$ cat config.mk
export PLATFORM = sky130hd
export DESIGN_NAME = stuffed_frame_builder_flat
export DESIGN_NICKNAME = d
export VERILOG_FILES = /design/src/sfb_pkg.sv /design/src/sfb_channels.sv /design/src/sfb_expand.sv /design/src/stuffed_frame_builder.sv /design/src/flat_wrapper.sv
export VERILOG_INCLUDE_DIRS = /design/src /design/src/src
export SDC_FILE = /design/constraint.sdc
export NUM_CORES = 1
export LEC_CHECK = 0
export ABC_CLOCK_PERIOD_IN_PS = 10030
export BUFFER_PORTS_ARGS = -buffer_cell sky130_fd_sc_hd__buf_2
export CAP_MARGIN = 25
export CORE_MARGIN = 5
export CORE_UTILIZATION = 65
export DETAILED_ROUTE_END_ITERATION = 8
export GPL_TIMING_DRIVEN = 0
export PLACE_DENSITY = 0.83
export SLEW_MARGIN = 20
export SYNTH_ARGS = -nofsm -noshare
export SYNTH_HDL_FRONTEND = slang
export SYNTH_SLANG_ARGS = --single-unit
$ cat constraint.sdc
create_clock -name i_clk -period 10.03 [get_ports i_clk]
set_input_delay 2.006 -clock i_clk [delete_from_list [all_inputs] [get_ports i_clk]]
set_output_delay 2.006 -clock i_clk [all_outputs]
set_load 0.005 [all_outputs]
$ cat src/stuffed_frame_builder_assert.svh
// Assertion macros shared by the stuffed frame builder RTL.
`ifndef STUFFED_FRAME_BUILDER_ASSERT_SVH
`define STUFFED_FRAME_BUILDER_ASSERT_SVH

// Same-cycle implication, checked only while out of reset.
`define SFB_ASSERT_SAME(name, clk, rst_n, ante, cons) \
    name: assert property (@(posedge clk) disable iff (!rst_n) (ante) |-> (cons)) \
        else $error("sfb: same-cycle check failed");

// Next-cycle implication, checked only while out of reset.
`define SFB_ASSERT_NEXT(name, clk, rst_n, ante, cons) \
    name: assert property (@(posedge clk) disable iff (!rst_n) (ante) |=> (cons)) \
        else $error("sfb: next-cycle check failed");

`endif

$ cat src/sfb_pkg.sv
// Shared types and constants of the stuffed frame builder.
package sfb_pkg;

    localparam int BYTE_W    = 8;
    localparam int SUM_W     = 16;
    localparam int MAX_OUT   = 7;
    localparam int OUT_W     = MAX_OUT * BYTE_W;
    localparam int CNT_W     = 3;
    localparam int CFG_IDX_W = 3;

    typedef enum logic [CFG_IDX_W-1:0] {
        REG_HEADER_FLAG,
        REG_TAIL_FLAG,
        REG_MAP_FLAG,
        REG_STUFF_LOW,
        REG_STUFF_HIGH,
        REG_CHECK_MODE
    } t_reg_idx;

    localparam logic [BYTE_W-1:0] HEADER_FLAG_RST = 8'd126;
    localparam logic [BYTE_W-1:0] TAIL_FLAG_RST   = 8'd127;
    localparam logic [BYTE_W-1:0] MAP_FLAG_RST    = 8'd125;
    localparam logic [BYTE_W-1:0] STUFF_LOW_RST   = 8'd125;
    localparam logic [BYTE_W-1:0] STUFF_HIGH_RST  = 8'd127;
    localparam logic              CHECK_MODE_RST  = 1'b0;

    typedef struct packed {
        logic [BYTE_W-1:0] header_flag;
        logic [BYTE_W-1:0] tail_flag;
        logic [BYTE_W-1:0] map_flag;
        logic [BYTE_W-1:0] stuff_low;
        logic [BYTE_W-1:0] stuff_high;
        logic              check_mode;
    } t_cfg;

    typedef struct packed {
        logic              mid_frame;
        logic [BYTE_W-1:0] xor_acc;
        logic [SUM_W-1:0]  sum_acc;
    } t_acc;

    // Output bytes of one item, first byte in the low bits.
    typedef struct packed {
        logic [OUT_W-1:0] bytes;
        logic [CNT_W-1:0] len;
        logic             ends_frame;
    } t_expand;

endpackage

$ cat src/sfb_channels.sv
// Handshake channel interfaces of the stuffed frame builder.
interface sfb_in_if;
    logic                      valid;
    logic                      ready;
    logic [sfb_pkg::BYTE_W-1:0] payload_byte;
    logic                      frame_last;

    modport source (output valid, output payload_byte, output frame_last, input ready);
    modport sink   (input valid, input payload_byte, input frame_last, output ready);
endinterface

interface sfb_out_if;
    logic                      valid;
    logic                      ready;
    logic [sfb_pkg::BYTE_W-1:0] line_byte;
    logic                      frame_done;

    modport source (output valid, output line_byte, output frame_done, input ready);
    modport sink   (input valid, input line_byte, input frame_done, output ready);
endinterface

interface sfb_cfg_if;
    logic                         valid;
    logic                         ready;
    logic [sfb_pkg::CFG_IDX_W-1:0] index;
    logic [sfb_pkg::BYTE_W-1:0]    data;

    modport source (output valid, output index, output data, input ready);
    modport sink   (input valid, input index, input data, output ready);
endinterface

$ cat src/sfb_expand.sv
// Combinational expansion of one payload byte into its stuffed output bytes.
module sfb_expand (
    input  sfb_pkg::t_cfg              i_cfg,
    input  sfb_pkg::t_acc              i_acc,
    input  logic [sfb_pkg::BYTE_W-1:0] i_payload_byte,
    input  logic                       i_frame_last,
    output sfb_pkg::t_expand           o_exp,
    output sfb_pkg::t_acc              o_acc
);
    import sfb_pkg::*;

    typedef struct packed {
        logic              two;
        logic [BYTE_W-1:0] second;
        logic [BYTE_W-1:0] first;
    } t_seg;

    function automatic t_seg stuff(input logic [BYTE_W-1:0] b, input t_cfg c);
        t_seg s;
        s.two    = (b >= c.stuff_low) && (b <= c.stuff_high);
        s.first  = s.two ? c.map_flag : b;
        s.second = s.two ? BYTE_W'(b - c.map_flag) : '0;
        return s;
    endfunction

    t_seg              lead_seg;
    t_seg              chk0_seg;
    t_seg              chk1_seg;
    logic [BYTE_W-1:0] n_xor;
    logic [SUM_W-1:0]  n_sum;
    logic [OUT_W-1:0]  bytes;
    logic [CNT_W-1:0]  pos;

    always_comb begin
        if (!i_acc.mid_frame) begin
            lead_seg.two    = 1'b1;
            lead_seg.first  = i_cfg.header_flag;
            lead_seg.second = i_payload_byte;
            n_xor           = i_payload_byte;
            n_sum           = SUM_W'(i_payload_byte);
        end else begin
            lead_seg = stuff(i_payload_byte, i_cfg);
            n_xor    = i_acc.xor_acc ^ i_payload_byte;
            n_sum    = i_acc.sum_acc + SUM_W'(i_payload_byte);
        end

        chk0_seg = stuff(i_cfg.check_mode ? n_sum[BYTE_W-1:0] : n_xor, i_cfg);
        chk1_seg = stuff(n_sum[SUM_W-1:BYTE_W], i_cfg);

        // Segments are appended at the running byte position.
        bytes = OUT_W'({lead_seg.second, lead_seg.first});
        pos   = lead_seg.two ? CNT_W'(2) : CNT_W'(1);
        if (i_frame_last) begin
            bytes = bytes | (OUT_W'({chk0_seg.second, chk0_seg.first}) << {pos, 3'b000});
            pos   = pos + (chk0_seg.two ? CNT_W'(2) : CNT_W'(1));
            if (i_cfg.check_mode) begin
                bytes = bytes | (OUT_W'({chk1_seg.second, chk1_seg.first}) << {pos, 3'b000});
                pos   = pos + (chk1_seg.two ? CNT_W'(2) : CNT_W'(1));
            end
            bytes = bytes | (OUT_W'(i_cfg.tail_flag) << {pos, 3'b000});
            pos   = pos + CNT_W'(1);
        end

        o_exp.bytes      = bytes;
        o_exp.len        = pos;
        o_exp.ends_frame = i_frame_last;

        if (i_frame_last) begin
            o_acc = '0;
        end else begin
            o_acc.mid_frame = 1'b1;
            o_acc.xor_acc   = n_xor;
            o_acc.sum_acc   = n_sum;
        end
    end

endmodule

$ cat src/stuffed_frame_builder.sv
// Stuffed frame builder top level: byte-stuffing framer with XOR or sum check.
// Usage:
//   i_in_ch carries payload bytes; the first byte of a frame is the command, and
//   frame_last marks the final byte. o_out_ch delivers the line bytes one per
//   item, with frame_done set on the tail flag. i_cfg_ch writes the six
//   registers (header, tail, map flag, stuff low/high, check mode); it is always
//   ready and should be used only while no frame byte is still in flight.
//   Each accepted item is expanded in the accept cycle into 1 to 7 line bytes
//   held in an output buffer; the first of them is offered the next cycle.
//   An item occupies the output until each byte it yields has gone out: 1 or 2
//   for a data byte, 2 to 7 when it opens or closes a frame. The next item is
//   taken in the same cycle the last buffered byte leaves, so there is no gap.
//   Reset restores the register defaults and starts waiting for a command byte.
//   When the receiver stalls, the buffered byte holds and the input is not
//   ready until the buffer is down to its last byte being taken.
module stuffed_frame_builder (
    input  logic        i_clk,
    input  logic        i_rst_n,
    sfb_in_if.sink      i_in_ch,
    sfb_out_if.source   o_out_ch,
    sfb_cfg_if.sink     i_cfg_ch
);
    import sfb_pkg::*;

    `include "stuffed_frame_builder_assert.svh"

    t_cfg             r_cfg;
    t_acc             r_acc;
    t_acc             n_acc;
    t_expand          n_exp;
    logic [OUT_W-1:0] r_buf;
    logic [CNT_W-1:0] r_cnt;
    logic             r_tail;
    logic             in_accept;
    logic             out_pop;

    sfb_expand u_expand (
        .i_cfg          (r_cfg),
        .i_acc          (r_acc),
        .i_payload_byte (i_in_ch.payload_byte),
        .i_frame_last   (i_in_ch.frame_last),
        .o_exp          (n_exp),
        .o_acc          (n_acc)
    );

    assign out_pop   = o_out_ch.valid && o_out_ch.ready;
    assign in_accept = i_in_ch.valid && i_in_ch.ready;

    assign i_in_ch.ready       = (r_cnt == '0) || ((r_cnt == CNT_W'(1)) && o_out_ch.ready);
    assign i_cfg_ch.ready      = 1'b1;
    assign o_out_ch.valid      = (r_cnt != '0);
    assign o_out_ch.line_byte  = r_buf[BYTE_W-1:0];
    assign o_out_ch.frame_done = r_tail && (r_cnt == CNT_W'(1));

    always_ff @(posedge i_clk) begin
        if (!i_rst_n) begin
            r_cfg.header_flag <= HEADER_FLAG_RST;
            r_cfg.tail_flag   <= TAIL_FLAG_RST;
            r_cfg.map_flag    <= MAP_FLAG_RST;
            r_cfg.stuff_low   <= STUFF_LOW_RST;
            r_cfg.stuff_high  <= STUFF_HIGH_RST;
            r_cfg.check_mode  <= CHECK_MODE_RST;
            r_acc             <= '0;
            r_cnt             <= '0;
            r_tail            <= 1'b0;
        end else begin
            if (i_cfg_ch.valid && i_cfg_ch.ready) begin
                unique case (i_cfg_ch.index)
                    REG_HEADER_FLAG: r_cfg.header_flag <= i_cfg_ch.data;
                    REG_TAIL_FLAG:   r_cfg.tail_flag   <= i_cfg_ch.data;
                    REG_MAP_FLAG:    r_cfg.map_flag    <= i_cfg_ch.data;
                    REG_STUFF_LOW:   r_cfg.stuff_low   <= i_cfg_ch.data;
                    REG_STUFF_HIGH:  r_cfg.stuff_high  <= i_cfg_ch.data;
                    REG_CHECK_MODE:  r_cfg.check_mode  <= i_cfg_ch.data[0];
                    default: ;
                endcase
            end
            if (in_accept) begin
                r_buf  <= n_exp.bytes;
                r_cnt  <= n_exp.len;
                r_tail <= n_exp.ends_frame;
                r_acc  <= n_acc;
            end else if (out_pop) begin
                r_buf <= r_buf >> BYTE_W;
                r_cnt <= r_cnt - CNT_W'(1);
            end
        end
    end

    `SFB_ASSERT_SAME(a_ready_buf_low, i_clk, i_rst_n, i_in_ch.ready, r_cnt <= CNT_W'(1))
    `SFB_ASSERT_NEXT(a_accept_fills, i_clk, i_rst_n, in_accept, r_cnt != '0)
    `SFB_ASSERT_NEXT(a_last_closes, i_clk, i_rst_n, in_accept && i_in_ch.frame_last, !r_acc.mid_frame)
    `SFB_ASSERT_NEXT(a_data_opens, i_clk, i_rst_n, in_accept && !i_in_ch.frame_last, r_acc.mid_frame)
    `SFB_ASSERT_NEXT(a_pop_counts, i_clk, i_rst_n, out_pop && !in_accept, r_cnt == CNT_W'($past(r_cnt) - CNT_W'(1)))

endmodule

$ cat src/flat_wrapper.sv
// flat-port wrapper written by rule: the top's interface ports become plain ports
module stuffed_frame_builder_flat import sfb_pkg::*;
  (i_clk, i_rst_n, i_in_ch_valid, i_in_ch_payload_byte, i_in_ch_frame_last, i_in_ch_ready, o_out_ch_valid, o_out_ch_line_byte, o_out_ch_frame_done, o_out_ch_ready, i_cfg_ch_valid, i_cfg_ch_index, i_cfg_ch_data, i_cfg_ch_ready);
  sfb_in_if i_in_ch_i ();
  sfb_out_if o_out_ch_i ();
  sfb_cfg_if i_cfg_ch_i ();
  input  logic i_clk;
  input  logic i_rst_n;
  input wire logic [$bits(i_in_ch_i.valid)-1:0] i_in_ch_valid;
  input wire logic [$bits(i_in_ch_i.payload_byte)-1:0] i_in_ch_payload_byte;
  input wire logic [$bits(i_in_ch_i.frame_last)-1:0] i_in_ch_frame_last;
  output wire logic [$bits(i_in_ch_i.ready)-1:0] i_in_ch_ready;
  output wire logic [$bits(o_out_ch_i.valid)-1:0] o_out_ch_valid;
  output wire logic [$bits(o_out_ch_i.line_byte)-1:0] o_out_ch_line_byte;
  output wire logic [$bits(o_out_ch_i.frame_done)-1:0] o_out_ch_frame_done;
  input wire logic [$bits(o_out_ch_i.ready)-1:0] o_out_ch_ready;
  input wire logic [$bits(i_cfg_ch_i.valid)-1:0] i_cfg_ch_valid;
  input wire logic [$bits(i_cfg_ch_i.index)-1:0] i_cfg_ch_index;
  input wire logic [$bits(i_cfg_ch_i.data)-1:0] i_cfg_ch_data;
  output wire logic [$bits(i_cfg_ch_i.ready)-1:0] i_cfg_ch_ready;
  assign i_in_ch_i.valid = i_in_ch_valid;
  assign i_in_ch_i.payload_byte = i_in_ch_payload_byte;
  assign i_in_ch_i.frame_last = i_in_ch_frame_last;
  assign i_in_ch_ready = i_in_ch_i.ready;
  assign o_out_ch_valid = o_out_ch_i.valid;
  assign o_out_ch_line_byte = o_out_ch_i.line_byte;
  assign o_out_ch_frame_done = o_out_ch_i.frame_done;
  assign o_out_ch_i.ready = o_out_ch_ready;
  assign i_cfg_ch_i.valid = i_cfg_ch_valid;
  assign i_cfg_ch_i.index = i_cfg_ch_index;
  assign i_cfg_ch_i.data = i_cfg_ch_data;
  assign i_cfg_ch_ready = i_cfg_ch_i.ready;
  stuffed_frame_builder u_core (.i_clk(i_clk), .i_rst_n(i_rst_n), .i_in_ch(i_in_ch_i), .o_out_ch(o_out_ch_i), .i_cfg_ch(i_cfg_ch_i));
endmodule
======== Yosys cells after proc, flatten, opt, wreduce, memory -nomap -nowiden ========
Cells that the tools add are included.
storage, ports and cells
  word-level logic and storage cells ...... 82
  bits of input ports ..................... 25
  flip-flop bits (word level) ............. 126
  output and inout port bits .............. 12
cells by class
  equal/unequal tests ..................... 6
  add/sub/neg operators ................... 8
  bitwise gates (word level) .............. 4
  reductions and logical operators ........ 19
  multiplexer cells ....................... 24
  shift-type cells ........................ 3
  $lt $le $gt $ge ......................... 6
operators by type and width
  operator              count
  $mux W56              5
  $or A56 B56 Y56       2
  $mux W8               8
  $or A16 B56 Y56       1
  $shl A16 B5 Y56       1
  $shl A16 B6 Y56       1
  $shl A8 B6 Y56        1
  $mux W25              1
  $ge A8 B8 Y1          3
  $le A8 B8 Y1          3
  $sub A8 B8 Y8         3
  $mux W17              1
  $add A16 B8 Y16       1
  $mux W16              1
  $mux W3               5
  $reduce_and A2 Y1     7
  $xor A8 B8 Y8         1
  $logic_and A1 B1 Y1   7
  $eq A3 B1 Y1 const B  2
  $eq A3 B2 Y1 const B  2
  $eq A3 B3 Y1 const B  2
  $logic_not A3 Y1      2
  $mux W2               3
  $add A2 B2 Y3         1
  other kinds (6)       6

======== Depth between registers and ports, before layout ========
Gate-level depths: netlist (run 1).
  depth in word-level cells ............... 14
  mapped depth ............................ 27
  depth with buffers taken out ............ 24

======== Hierarchy ========
Synthesis (run 1) repeated with hierarchy kept, for this count alone.
unflattened totals
  cells, all modules ...................... 1,223
  area, all modules ....................... 10,427.5 sq um
by module, submodules not included
  module                 cells an instance  seq. area each (sq um)  area each (sq um)  instances
  stuffed_frame_builder  450                3,083.0                 5,281.3            1
  sfb_expand             773                0.0                     5,146.2            1

======== Worst setup path after synthesis (run 1) ========
No wires, ideal clock.
  path type ............................... input to register
  from .................................... in i_in_ch_payload_byte[0]
  to ...................................... reg u_core.r_buf[14] (data pin)
  slack ................................... 2,522 ps
  setup time .............................. 256 ps
  path buffers ............................ 3
  required time ........................... 9,774 ps
  arrival time ............................ 7,252 ps
  stages on the path ...................... 25
  cell sequence ........................... ha_1 inv_1 fa_1 nor2b_1 o21a_1 o211ai_2 o32a_1 o221ai_1 ha_1 o2111ai_1 or3_1 a22oi_1 buf_2 buf_2 ha_1 clkbuf_1 inv_1 fa_1 xnor2_1 a21oi_1 nor2_1 a21oi_1 o21ai_0 o41a_1 o22a_1
on the way
  longest elaborated chain between the ends .. 14
  elaborated cells on any way between the ends .. 40
  those cells by class .................... add/sub: 6; order compare: 6; shift: 3; mux: 18; bitwise: 4; reduce/logical: 3
ends and longest elaborated chain
  element                                           line                                RTL
  from (decl)                                       flat_wrapper.sv:10                  input wire logic [$bits(i_in_ch_i.payload_byte)-1:0] i_in_ch_payload_byte;
  $add A16 B8 Y16 or $xor A8 B8 Y8 (tied branches)  sfb_expand.sv:44, sfb_expand.sv:43
  $mux W16 or $mux W8 (tied branches)               sfb_expand.sv:35                    if (!i_acc.mid_frame) begin
  $mux W8                                           sfb_expand.sv:47                    chk0_seg = stuff(i_cfg.check_mode ? n_sum[BYTE_W-1:0] : n_xor, i_cfg);
  $ge A8 B8 Y1 or $le A8 B8 Y1 (tied branches)      sfb_expand.sv:20                    s.two = (b >= c.stuff_low) && (b <= c.stuff_high);
  $logic_and A1 B1 Y1                               sfb_expand.sv:20
  $mux W2 (tied with other cells)                   sfb_expand.sv:55                    pos = pos + (chk0_seg.two ? CNT_W'(2) : CNT_W'(1));
  $add A2 B2 Y3 or $shl A16 B5 Y56 (tied branches)  sfb_expand.sv:55, sfb_expand.sv:54
  $add A3 B2 Y3 (tied with other cells)             sfb_expand.sv:58                    pos = pos + (chk1_seg.two ? CNT_W'(2) : CNT_W'(1));
  $mux W3 or $or A56 B56 Y56 (tied branches)        sfb_expand.sv:56, sfb_expand.sv:57
  $mux W3 or $mux W56 (tied branches)               sfb_expand.sv:53, sfb_expand.sv:56
  $shl A8 B6 Y56 or $mux W56 (tied branches)        sfb_expand.sv:60, sfb_expand.sv:53
  $or A56 B56 Y56                                   sfb_expand.sv:60                    bytes = bytes | (OUT_W'(i_cfg.tail_flag) << {pos, 3'b000});
  $mux W56 *                                        sfb_expand.sv:53                    if (i_frame_last) begin
  $mux W56 *                                        stuffed_frame_builder.sv:78         if (in_accept) begin
  to (signal assigned)                              stuffed_frame_builder.sv:79         r_buf <= n_exp.bytes;
  to (signal assigned)                              stuffed_frame_builder.sv:84         r_buf <= r_buf >> BYTE_W;
  to (decl)                                         stuffed_frame_builder.sv:31         logic [OUT_W-1:0] r_buf;
Every way passes the cells marked *; elsewhere a longest branch is shown, timed or not. The select of a mux whose other input is x is not followed.
A chain may end at the register's enable or synchronous reset.

======== Worst setup path after layout (run 1) ========
  from .................................... in i_in_ch_payload_byte[1]
  to ...................................... reg u_core.r_buf[10] (data pin)
The elaborated chain is that of the path after synthesis.

==> flow_summary.yaml, run 1 <==
run:
  drv.max_cap_violation_count: 0
power_and_ir_drop:
  power_per_cell_area_nw_per_um2: 208
  p_leak_nw: 4.38
  power.ir.vdd_worst_uv: 160
  design_power_total_w: 0.00228
floorplanning:
  row_count: 45
  core_area_sq_um: 15100
  die_w_um: 134
  start_util: 0.660
  num_io_pins: 37
  dieHeight_um: 134
  die_area_sq_um: 17900
global_route:
  groute.layer.met3.usage: 0.127
  use_met2: 0.593
  layer_with_the_highest_usage_after_global_routing: "met2"
  grt.total_usage: 0.406
  grt_antenna_before_repair: 0
  use_met1: 0.557
  gr-total-overflow: 0
  first_global_vias: 9570
  wire_length_of_the_first_global_routing_pass_mm: 55.3
  grt_start_max_net_pins: 57
clock_network:
  clock_insertion_delay_worst_skew_ps: 430
  numCtsBuffers: 17
  path_clk_slew_ps: 60
  post_cts_buffers: 0
  clock_tree_root_buffer_cell: "sky130_fd_sc_hd__clkbuf_16"
  postCtsHoldBufs: 0
  h-tree-depth: 4
  post_cts_resized: 0
  clock_tree.buffer_depth: 2
  cts_tree: "yes"
  numClockSinks: 126
yosys:
  yosys_most_used_dff: "sky130_fd_sc_hd__dfxtp_1"
  yosysSeqAreaShare: 0.310
  synthCells: 1211
  async_reset_ff_frac: 0
  synth_enable_flop_cells: 56
  synth_warnings: 0
  post_synth_num_cell_types: 80
  main_combinational_cell_family_by_area_after_synthesis: "compound AO/OA/AOI/OAI gates"
  syn-cell-area_sq_um: 9950
  avgSynthCellArea_sq_um: 8.22
  muxShareOfSynthArea: 0.0344
  post_synth_fa_ha_maj_area_fraction: 0.116
  synth.net_count: 1325
  ys_ff_latch: 126
  yosys.area_share.simple: 0.195
  synth_compound_area_frac: 0.259
  synth_xor_area_frac: 0.0283
cells_and_area:
  commonest_non_fill_non_tap_cells_in_the_layout: "157 x sky130_fd_sc_hd__nand2_1, 100 x sky130_fd_sc_hd__a21oi_1, 84 x sky130_fd_sc_hd__ha_1"
  finalNetCount: 1378
  drive_above_1_share: 0.0940
  syn_to_final_growth_pct: 10.0
  layout.cells.most_common: "sky130_fd_sc_hd__nand2_1"
  fillCellCount: 1203
  final-seq-area_sq_um: 3080
  antenna-diode-count: 0
  multi_input_combinational_cell_area_sq_um: 6310
  fin_area_sq_um: 11000
routing:
  drt-vias-per-instance: 6.98
  detailedRoute.firstIterationViolations: 1866
  detail_route.first_pass.iterations: 8
  final_antenna_net_count: 0
  wire_per_inst_um: 25.0
  num_vias: 10223
  remaining_drc_errors: 0
  routed_wl_mm: 36.6
placed_design:
  gpl.final_weighted_congestion: 1.05
  dp.final_hpwl_mm: 27.5
  buffer_ports.inserted: 34
  placedInstanceArea_sq_um: 10400
sta:
  finalCritPeriodShare: 0.933
  setup-tns-final_ps: 0
  finalMaxSlewViolations: 0
  finalCriticalPeriod_ps: 9360
  unrepaired_setup_endpoints_after_global_routing: "no"
  skew_ps: 12.7
  hold_viol_final: 0
  slew-limit-headroom: 0.329
  max_clock_freq_ghz: 0.107
  final-setup-viol-count: 0
  worst_slew_pin_tran_ps: 997
critical_path:
  critPathCaptureType: "flop"
  timing.critical_path.slowest_stage_cell: "sky130_fd_sc_hd__o221ai_1"
  timing.critical_path.fanout_max: 11
  worstPathRequired_ps: 10190
  critPathKind: "input port to flop"
  ff2ff_path_depth: 25
  critical_path_arrival_ps: 9510
  largest_incremental_delay_on_the_critical_path_ps: 610
  crit_top_cell: "sky130_fd_sc_hd__buf_2"
  timing.critical_path.from_type: "input port"
  r2r-start: "u_core.r_acc[0]$_SDFFE_PN0P_"
  ff2ff_setup_slack_ps: 2120
  endpoint_of_the_worst_slack_reg_to_reg_timing_path: "u_core.r_buf[10]$_DFFE_PP_"
outcome:
  result_of_the_run: "completed"
min_path:
  hold_start: "u_core.r_cfg[16]$_SDFFE_PN0P_"
  classification_of_the_worst_slack_hold_path: "flop to flop"
  timing.hold.worst_path_depth: 2
  holdPathEnd: "u_core.r_cfg[16]$_SDFFE_PN0P_"
[per-layer routing]
| layer | wire length, um | up-vias |
|---|---|---|
| met5 | 0 | - |
| li1 | - | 4567 |
| met1 | 14200 | 4740 |
| met4 | 1590 | 0 |
| met3 | 5380 | 141 |
| met2 | 15400 | 775 |
[synth_stat cells (6+ instances only)]
cell type,count,area share
sky130_fd_sc_hd__nand2_1,157,0.059
sky130_fd_sc_hd__a21oi_1,100,0.050
sky130_fd_sc_hd__ha_1,84,0.11
sky130_fd_sc_hd__nor2_1,78,0.029
sky130_fd_sc_hd__dfxtp_1,70,0.14
sky130_fd_sc_hd__edfxtp_1,56,0.17
sky130_fd_sc_hd__nand3_1,54,0.027
sky130_fd_sc_hd__clkbuf_1,53,0.020
sky130_fd_sc_hd__inv_1,48,0.018
sky130_fd_sc_hd__nor2b_1,45,0.028
sky130_fd_sc_hd__o21ai_0,36,0.018
sky130_fd_sc_hd__o21ai_1,33,0.017
sky130_fd_sc_hd__a22oi_1,30,0.023
sky130_fd_sc_hd__o211ai_1,27,0.020
sky130_fd_sc_hd__nor3_1,20,0.010
sky130_fd_sc_hd__a211oi_1,19,0.014
sky130_fd_sc_hd__mux2i_1,19,0.019
sky130_fd_sc_hd__nand2b_1,19,0.012
sky130_fd_sc_hd__a221oi_1,18,0.016
sky130_fd_sc_hd__a21o_1,17,0.013
sky130_fd_sc_hd__a31oi_1,17,0.011
sky130_fd_sc_hd__xnor2_1,17,0.015
sky130_fd_sc_hd__a21boi_0,13,0.0098
sky130_fd_sc_hd__xor2_1,12,0.011
sky130_fd_sc_hd__buf_4,10,0.0075
sky130_fd_sc_hd__mux2_2,10,0.011
sky130_fd_sc_hd__a22o_1,9,0.0079
sky130_fd_sc_hd__o22ai_1,9,0.0057
sky130_fd_sc_hd__or3_1,8,0.0050
sky130_fd_sc_hd__and3_1,7,0.0044
sky130_fd_sc_hd__buf_2,7,0.0035
sky130_fd_sc_hd__o21a_1,7,0.0053
sky130_fd_sc_hd__and2_1,6,0.0038
sky130_fd_sc_hd__nand4_1,6,0.0038
[through the flow]
step,cells,hold slack [ps],worst slack (ps),util
after global placement,1433,455,711,0.687
after detailed placement,1433,476,614,0.687
after CTS,1465,484,998,0.726
final,1465,490,672,0.726
after floorplan,1211,441,2520,-
after global routing,1465,513,554,0.726
[critical path, delay by kind of cell]
kind / cells / cell delay, ps
adders and majority gates: 4 / 1470
xor gates and xnor gates: 1 / 140
buffers and inverters: 6 / 1700
and+or+nand+nor: 3 / 940
AOI/OAI and AO/OA: 11 / 3230
[flip-flops by register name (all words and copies together) (netlist names)]
| register | flops |
|---|---|
| u_core.r_acc | 25 |
| u_core.r_cnt | 3 |
| u_core.r_tail | 1 |
| u_core.r_buf | 56 |
| u_core.r_cfg | 41 |
[power breakdown]
part / internal (W) / leakage [nW] / switching [W]
Combinational: 0.000308 / 2.99 / 0.000642
Sequential: 0.000667 / 1.10 / 0.0000426
Clock: 0.000362 / 0.282 / 0.000254
[cells by family after synthesis]
family / after synthesis
fa+ha+maj: 89
other cells: 1
buf+inv: 132
simple gates: 414
flops: 126
mux: 32
compound gates: 387
xor+xnor: 30
[worst max path at each step]
stage | from | to | depth (start not counted)
2_1_floorplan | i_in_ch_payload_byte[0] | u_core.r_buf[14]$_DFFE_PP_ | 25
3_3_place_gp | i_in_ch_payload_byte[1] | u_core.r_buf[7]$_DFFE_PP_ | 24
3_5_place_dp | i_in_ch_payload_byte[1] | u_core.r_buf[10]$_DFFE_PP_ | 25
4_1_cts | i_in_ch_payload_byte[1] | u_core.r_buf[26]$_DFFE_PP_ | 25
5_1_grt | i_in_ch_payload_byte[1] | u_core.r_buf[26]$_DFFE_PP_ | 25
6_report | i_in_ch_payload_byte[1] | u_core.r_buf[10]$_DFFE_PP_ | 25
[area by class of cell]
cell class | count | area share
sequential | 126 | 0.281
inverter | 53 | 0.0182
clock buffer | 22 | 0.0464
multi-input combinational | 953 | 0.576
buffer | 79 | 0.0335
clock inverter | 10 | 0.00708
timing repair buffer | 34 | 0.0155
tap | 188 | 0.0215
(Power assumes the default switching activity.)
==> run 2, diff against run 1 <==
--- a/config.mk
+++ b/config.mk
@@ -6,14 +6,15 @@
 export SDC_FILE = /design/constraint.sdc
 export NUM_CORES = 1
 export LEC_CHECK = 0
-export ABC_CLOCK_PERIOD_IN_PS = 10030
+export ABC_CLOCK_PERIOD_IN_PS = 8000
 export BUFFER_PORTS_ARGS = -buffer_cell sky130_fd_sc_hd__buf_2
-export CAP_MARGIN = 25
+export CAP_MARGIN = 20
 export CORE_MARGIN = 5
-export CORE_UTILIZATION = 65
+export CORE_UTILIZATION = 58
 export DETAILED_ROUTE_END_ITERATION = 8
 export GPL_TIMING_DRIVEN = 0
-export PLACE_DENSITY = 0.83
+export PLACE_DENSITY = 0.78
+export SKIP_CTS_REPAIR_TIMING = 1
 export SLEW_MARGIN = 20
 export SYNTH_ARGS = -nofsm -noshare
 export SYNTH_HDL_FRONTEND = slang
==> constraint.sdc (replaced) <==
create_clock -name i_clk -period 8 [get_ports i_clk]
set_input_delay 1.6 -clock i_clk [delete_from_list [all_inputs] [get_ports i_clk]]
set_output_delay 1.6 -clock i_clk [all_outputs]
set_load 0.005 [all_outputs]
==> run 2 against run 1 <==
The flow now finishes with violations (DRC); critical path type unchanged; register-to-register slack lost 1200 ps; first-iteration DRC count is 21% lower; largest power group unchanged; wire length rose by 5.2%; flip-flop and latch count is the same; critical endpoint is now u_core.r_buf[34]$_DFFE_PP_; combinational power increased by 26%; core utilization down 7.0 points.
==> flow_summary.yaml, run 2 (same netlist as run 1, synthesis figures left out) <==
power_and_ir_drop:
  power.combinational.fraction: 0.406
  power.ir.vdd_worst_uv: 187
  seqPwrFrac: 0.299
  netSwitchingFraction: 0.396
  power_frac_clock: 0.294
  p_int_w: 0.00179
  total_switching_power_w: 0.00117
  p_leak_nw: 4.43
  power_per_cell_area_nw_per_um2: 265
floorplanning:
  core_area_sq_um: 17100
  die_w_um: 141
  num_io_pins: 37
  die_area_sq_um: 19900
  dieHeight_um: 141
  start_util: 0.584
  row_count: 48
cells_and_area:
  instances_no_fill: 1503
  postLayoutCoreUtil: 0.656
  largest_register_ffs: 56
  largestRegisters: "u_core.r_buf (56), u_core.r_cfg (41), u_core.r_acc (25)"
  finalNetCount: 1379
  drive_above_1_share: 0.110
  antenna-diode-count: 0
  commonest_non_fill_non_tap_cells_in_the_layout: "156 x sky130_fd_sc_hd__nand2_1, 97 x sky130_fd_sc_hd__a21oi_1, 83 x sky130_fd_sc_hd__ha_1"
  layout.cells.most_common: "sky130_fd_sc_hd__nand2_1"
  fin_area_sq_um: 11200
  max_flop_register: "u_core.r_buf"
  syn_to_final_growth_pct: 12.4
global_route:
  wire_length_of_the_first_global_routing_pass_mm: 56.6
  grt_antenna_before_repair: 1
  grt_start_max_net_pins: 57
  first_global_vias: 9386
  gr-total-overflow: 0
  grt.total_usage: 0.379
sta:
  skew_ps: 6.92
  unrepaired_setup_endpoints_after_global_routing: "yes"
  worst_hold_slack_ps: 466
  worst_slew_pin_tran_ps: 1160
  finalCriticalPeriod_ps: 7980
  setup-tns-final_ps: 0
  finalMaxSlewViolations: 0
  slew-limit-headroom: 0.222
  max_clock_freq_ghz: 0.125
  hold_viol_final: 0
  finalCritPeriodShare: 0.998
  final-setup-viol-count: 0
clock_network:
  numClockSinks: 126
  cts_tree: "yes"
  clock_tree.buffer_depth: 2
  h-tree-depth: 4
  numCtsBuffers: 17
  clock_tree_root_buffer_cell: "sky130_fd_sc_hd__clkbuf_16"
  path_clk_slew_ps: 60
  clock_insertion_delay_worst_skew_ps: 430
placed_design:
  buffer_ports.inserted: 34
  placed_cells: 1470
  gpl.final_weighted_congestion: 1.05
  placedInstanceArea_sq_um: 10400
  dp.final_hpwl_mm: 28.6
critical_path:
  critical_path_arrival_ps: 8280
  r2r-start: "u_core.r_acc[24]$_SDFFE_PN0P_"
  worstPathCellList: "buf_2, inv_1, fa_1, nor2b_1, o21a_1, o211ai_2, a21oi_1, mux2i_1, ha_1, o21a_1, o21ai_0, o21bai_1, a221o_1, nand2_2, buf_6, buf_2, ha_1, nand2_1, a21boi_1, inv_1, nor3_1, nand4_1, nand3_1"
  ff2ff_setup_slack_ps: 930
  largest_incremental_delay_on_the_critical_path_ps: 930
  timing.critical_path.from_type: "input port"
  worstSetupStartpoint: "i_in_ch_payload_byte[1]"
  timing.critical_path.to: "u_core.r_buf[34]$_DFFE_PP_"
  worstPathRequired_ps: 8290
  timing.critical_path.slowest_stage_cell: "sky130_fd_sc_hd__mux2i_1"
  endpoint_of_the_worst_slack_reg_to_reg_timing_path: "u_core.r_buf[23]$_DFFE_PP_"
  ff2ff_path_depth: 23
  critPathKind: "input port to flop"
  critPathCaptureType: "flop"
  timing.critical_path.fanout_max: 11
routing:
  detail_route.first_pass.iterations: 9
  routed_wl_mm: 38.5
  drt-vias-per-instance: 6.83
  remaining_drc_errors: 4
  final_antenna_net_count: 0
  num_vias: 10269
  detailedRoute.firstIterationViolations: 1477
  wire_per_inst_um: 25.6
run:
  drv.max_cap_violation_count: 0
outcome:
  failed_checks: "DRC"
  result_of_the_run: "finished with violations"
min_path:
  classification_of_the_worst_slack_hold_path: "flop to flop"
-- run 2: layer usage --
metal	up-vias	global-route usage	wire length, um
li1	4553	-	-
met1	4818	0.522	15600
met2	752	0.564	16300
met3	146	0.0923	4670
met4	0	0.169	1970
met5	-	0	0
-- run 2: cell type report --
type / count / area (sq um)
multi-input cells: 953 / 6430
fillers: 1479 / 5870
flip-flops and latches: 126 / 3080
clock buffers: 19 / 433
plain buffers: 78 / 364
well taps: 225 / 282
clock inverters: 13 / 213
inverters: 53 / 199
repair buffers: 36 / 185
-- run 2: worst min path at each step --
stage / startpoint / end / slack, ps / cells past startpoint
2_1_floorplan: u_core.r_cfg[34]$_SDFFE_PN1P_ / u_core.r_cfg[34]$_SDFFE_PN1P_ / 440 / 2
3_3_place_gp: u_core.r_cfg[10]$_SDFFE_PN0P_ / u_core.r_cfg[10]$_SDFFE_PN0P_ / 460 / 2
4_1_cts: u_core.r_cfg[16]$_SDFFE_PN0P_ / u_core.r_cfg[16]$_SDFFE_PN0P_ / 470 / 2
6_report: u_core.r_cfg[16]$_SDFFE_PN0P_ / u_core.r_cfg[16]$_SDFFE_PN0P_ / 470 / 2
3_5_place_dp: u_core.r_cfg[16]$_SDFFE_PN0P_ / u_core.r_cfg[16]$_SDFFE_PN0P_ / 460 / 2
5_1_grt: u_core.r_cfg[16]$_SDFFE_PN0P_ / u_core.r_cfg[16]$_SDFFE_PN0P_ / 500 / 2
-- run 2: power by group through the flow --
stage	clock (W)	combinational (W)	sequential (W)
6_report	0.000873	0.00120	0.000887
5_1_grt	0.000902	0.00128	0.000896
4_1_cts	0.000867	0.00113	0.000885
3_5_place_dp	0	0.00112	0.000898
3_3_place_gp	0	0.00111	0.000899
2_1_floorplan	0	0.000757	0.000883
-- run 2: through the flow --
stage	total power [W]	setup slack, ps
3_5_place_dp	0.00202	-1290
4_1_cts	0.00288	-894
6_report	0.00296	18.2
5_1_grt	0.00308	-109
2_1_floorplan	0.00164	898
3_3_place_gp	0.00201	-1290
-- run 2: critical path: cells and delay by family --
family | cells | cell delay (ps)
compound gates | 8 | 1770
simple gates | 6 | 1610
buf+inv | 5 | 1190
fa+ha+maj | 3 | 1140
mux | 1 | 930
==> run 3, diff against run 2 <==
--- a/config.mk
+++ b/config.mk
@@ -14,8 +14,10 @@
 export DETAILED_ROUTE_END_ITERATION = 8
 export GPL_TIMING_DRIVEN = 0
 export PLACE_DENSITY = 0.78
+export RECOVER_POWER = 100
 export SKIP_CTS_REPAIR_TIMING = 1
 export SLEW_MARGIN = 20
 export SYNTH_ARGS = -nofsm -noshare
 export SYNTH_HDL_FRONTEND = slang
+export SYNTH_HIERARCHICAL = 1
 export SYNTH_SLANG_ARGS = --single-unit
==> run 3 against run 2 <==
Non-clock buffer count rose by 3; worst setup slack improved by 140 ps; fmax rose by 1.8%; die area rose by 4.4%; the flow now finishes without violations; combinational power fell by 11%; first-iteration DRC count rose by 0.47%; register-to-register slack improved by 170 ps; synthesized cell count rose by 0.99%; largest power group unchanged.
==> flow_summary.yaml, run 3 <==
critical_path:
  timing.critical_path.slowest_stage_cell: "sky130_fd_sc_hd__or4_1"
  critical_path_arrival_ps: 8020
  timing.critical_path.from_type: "input port"
  crit_top_cell: "sky130_fd_sc_hd__ha_1"
  timing.critical_path.fanout_max: 11
  critPathKind: "input port to flop"
  sum_of_buffers_and_inverters_on_the_critical_path: 6
  critPathTopFamily: "compound AO/OA/AOI/OAI gates"
  largest_incremental_delay_on_the_critical_path_ps: 540
  worstPathRequired_ps: 8170
  critPathCaptureType: "flop"
cells_and_area:
  syn_to_final_growth_pct: 10.4
  fin_area_sq_um: 11500
  max_flop_register: "u_core/r_buf"
  instances_no_fill: 1517
  antenna-diode-count: 0
  fillCellCount: 1559
  final-seq-area_sq_um: 3080
  postLayoutCoreUtil: 0.645
  largest_register_ffs: 56
  largestRegisters: "u_core/r_buf (56), u_core/r_cfg (41), u_core/r_acc (25)"
  drive_above_1_share: 0.139
  finalNetCount: 1389
  commonest_non_fill_non_tap_cells_in_the_layout: "142 x sky130_fd_sc_hd__nand2_1, 86 x sky130_fd_sc_hd__a21oi_1, 84 x sky130_fd_sc_hd__ha_1"
  layout.cells.most_common: "sky130_fd_sc_hd__nand2_1"
  multi_input_combinational_cell_area_sq_um: 6780
routing:
  drt-vias-per-instance: 6.68
  detailedRoute.firstIterationViolations: 1484
  final_antenna_net_count: 0
  routed_wl_mm: 35.8
  wire_per_inst_um: 23.6
  detail_route.first_pass.iterations: 7
  remaining_drc_errors: 0
  num_vias: 10140
global_route:
  first_global_vias: 9352
  grt.total_usage: 0.342
  gr-total-overflow: 0
  grt_start_max_net_pins: 25
  grt_antenna_before_repair: 0
  wire_length_of_the_first_global_routing_pass_mm: 53.8
yosys:
  synth_warnings: 6
  synth.area.top_cells: "sky130_fd_sc_hd__edfxtp_1 16%, sky130_fd_sc_hd__dfxtp_1 13%, sky130_fd_sc_hd__ha_1 10%"
  yosys_most_used_dff: "sky130_fd_sc_hd__dfxtp_1"
  syn-cell-area_sq_um: 10400
  netlist.top_cell.by_area: "sky130_fd_sc_hd__edfxtp_1"
  synth.net_count: 1337
  ys_ff_latch: 126
  synth_top_area_share: 0.161
  post_synth_num_cell_types: 83
  synth_enable_flop_cells: 56
  yosysMostFrequentCell: "sky130_fd_sc_hd__nand2_1"
  yosysSeqAreaShare: 0.296
  synthCells: 1223
  async_reset_ff_frac: 0
  synth.cells.most_frequent: "142 x sky130_fd_sc_hd__nand2_1, 87 x sky130_fd_sc_hd__a21oi_1, 84 x sky130_fd_sc_hd__ha_1"
  avgSynthCellArea_sq_um: 8.53
power_and_ir_drop:
  design_power_total_w: 0.00272
  p_leak_nw: 4.65
  power.combinational.fraction: 0.394
  power_frac_clock: 0.286
  seqPwrFrac: 0.320
  power.ir.vdd_worst_uv: 227
  p_int_w: 0.00172
  netSwitchingFraction: 0.368
  total_switching_power_w: 0.00100
  power_per_cell_area_nw_per_um2: 236
min_path:
  classification_of_the_worst_slack_hold_path: "flop to flop"
clock_network:
  clock_tree.buffer_depth: 2
  clock_tree_root_buffer_cell: "sky130_fd_sc_hd__clkbuf_16"
  numClockSinks: 126
  h-tree-depth: 4
  clock_insertion_delay_worst_skew_ps: 430
  path_clk_slew_ps: 60
  cts_tree: "yes"
  numCtsBuffers: 17
placed_design:
  buffer_ports.inserted: 31
  placed_cells: 1485
  placedInstanceArea_sq_um: 10900
  gpl.final_weighted_congestion: 1.07
  dp.final_hpwl_mm: 26.9
floorplanning:
  num_io_pins: 37
  start_util: 0.584
  core_area_sq_um: 17800
  dieHeight_um: 144
  die_w_um: 144
  row_count: 49
  die_area_sq_um: 20800
sta:
  hold_viol_final: 0
  finalCriticalPeriod_ps: 7840
  setup-tns-final_ps: 0
  finalMaxSlewViolations: 0
  skew_ps: 12.2
  finalCritPeriodShare: 0.980
  max_clock_freq_ghz: 0.127
  final-setup-viol-count: 0
  worst_slew_pin_tran_ps: 1330
  slew-limit-headroom: 0.115
outcome:
  result_of_the_run: "completed"
run:
  drv.max_cap_violation_count: 0
[run 3: logic make-up after synthesis]
kind of cell             Yosys count  share of synthesized area
other                              1                   0.000360
AND/OR/NAND/NOR                  402                      0.183
adder cells (fa/ha/maj)           89                      0.110
buffers and inverters            137                     0.0598
AO/OA/AOI/OAI                    330                      0.206
multiplexers                     105                      0.115
XOR/XNOR                          33                     0.0298
flip-flops                       126                      0.296
[run 3: area by class of cell]
class                           instances  share of cell area
Clock buffer                           22              0.0424
Sequential cell                       126               0.268
Timing Repair Buffer                   34              0.0143
Tap cell                              229              0.0249
Inverter                               53              0.0173
Buffer                                 83              0.0359
Multi-Input combinational cell        960               0.589
Clock inverter                         10             0.00859
[run 3: power groups by stage]
stage          Combinational [W]  Clock, W  Sequential, W
6_report                 0.00107  0.000779       0.000870
5_1_grt                  0.00115  0.000817       0.000879
4_1_cts                  0.00107  0.000788       0.000866
3_5_place_dp             0.00106         0       0.000880
3_3_place_gp             0.00102         0       0.000885
2_1_floorplan           0.000769         0       0.000869
[run 3: final timing paths]
check,slack (ps),startpoint,cells after the start,end
setup / recovery,160,i_in_ch_payload_byte[0],27,u_core/r_buf[12]$_DFFE_PP_
hold / removal,460,u_core/r_cfg[10]$_SDFFE_PN0P_,2,u_core/r_cfg[10]$_SDFFE_PN0P_
setup reg to reg,1100,u_core/r_cfg[0]$_SDFFE_PN0P_,22,u_core/r_buf[12]$_DFFE_PP_
hold reg to reg,460,u_core/r_cfg[10]$_SDFFE_PN0P_,2,u_core/r_cfg[10]$_SDFFE_PN0P_
[run 3: metrics by stage]
stage	setup slack [ps]	hold WS, ps
after global routing	-13.9	475
after floorplan	1140	435
final	157	463
after CTS	53.7	459
after detailed placement	-357	450
after global placement	-807	443
[run 3: worst reg2reg max path, stage by stage, from the launching register on]
cell and delay, ps:
sky130_fd_sc_hd__dfxtp_1 540, sky130_fd_sc_hd__clkbuf_1 440, sky130_fd_sc_hd__clkbuf_1 480, sky130_fd_sc_hd__a21oi_1 90
sky130_fd_sc_hd__a311oi_1 860, sky130_fd_sc_hd__ha_1 390, sky130_fd_sc_hd__nor2b_1 100, sky130_fd_sc_hd__o21ai_0 110
sky130_fd_sc_hd__a41oi_1 220, sky130_fd_sc_hd__o21ai_0 110, sky130_fd_sc_hd__o21ai_1 190, sky130_fd_sc_hd__inv_1 350
sky130_fd_sc_hd__ha_1 430, sky130_fd_sc_hd__ha_1 140, sky130_fd_sc_hd__inv_1 40, sky130_fd_sc_hd__fa_1 350
sky130_fd_sc_hd__nor2_1 190, sky130_fd_sc_hd__xnor2_2 180, sky130_fd_sc_hd__nor3b_4 250, sky130_fd_sc_hd__a222oi_1 390
sky130_fd_sc_hd__o21ai_0 270, sky130_fd_sc_hd__a21o_1 240, sky130_fd_sc_hd__mux2_2 260
[run 3: routing by layer]
metal  share of wire  routed length (um)  vias up  global-route usage
met2            0.42               15100      675               0.513
met5               0                   0        -                   0
li1                -                   -     4611                   -
met3            0.12                4120      152              0.0820
met4           0.047                1690        0               0.142
met1            0.41               14800     4702               0.473
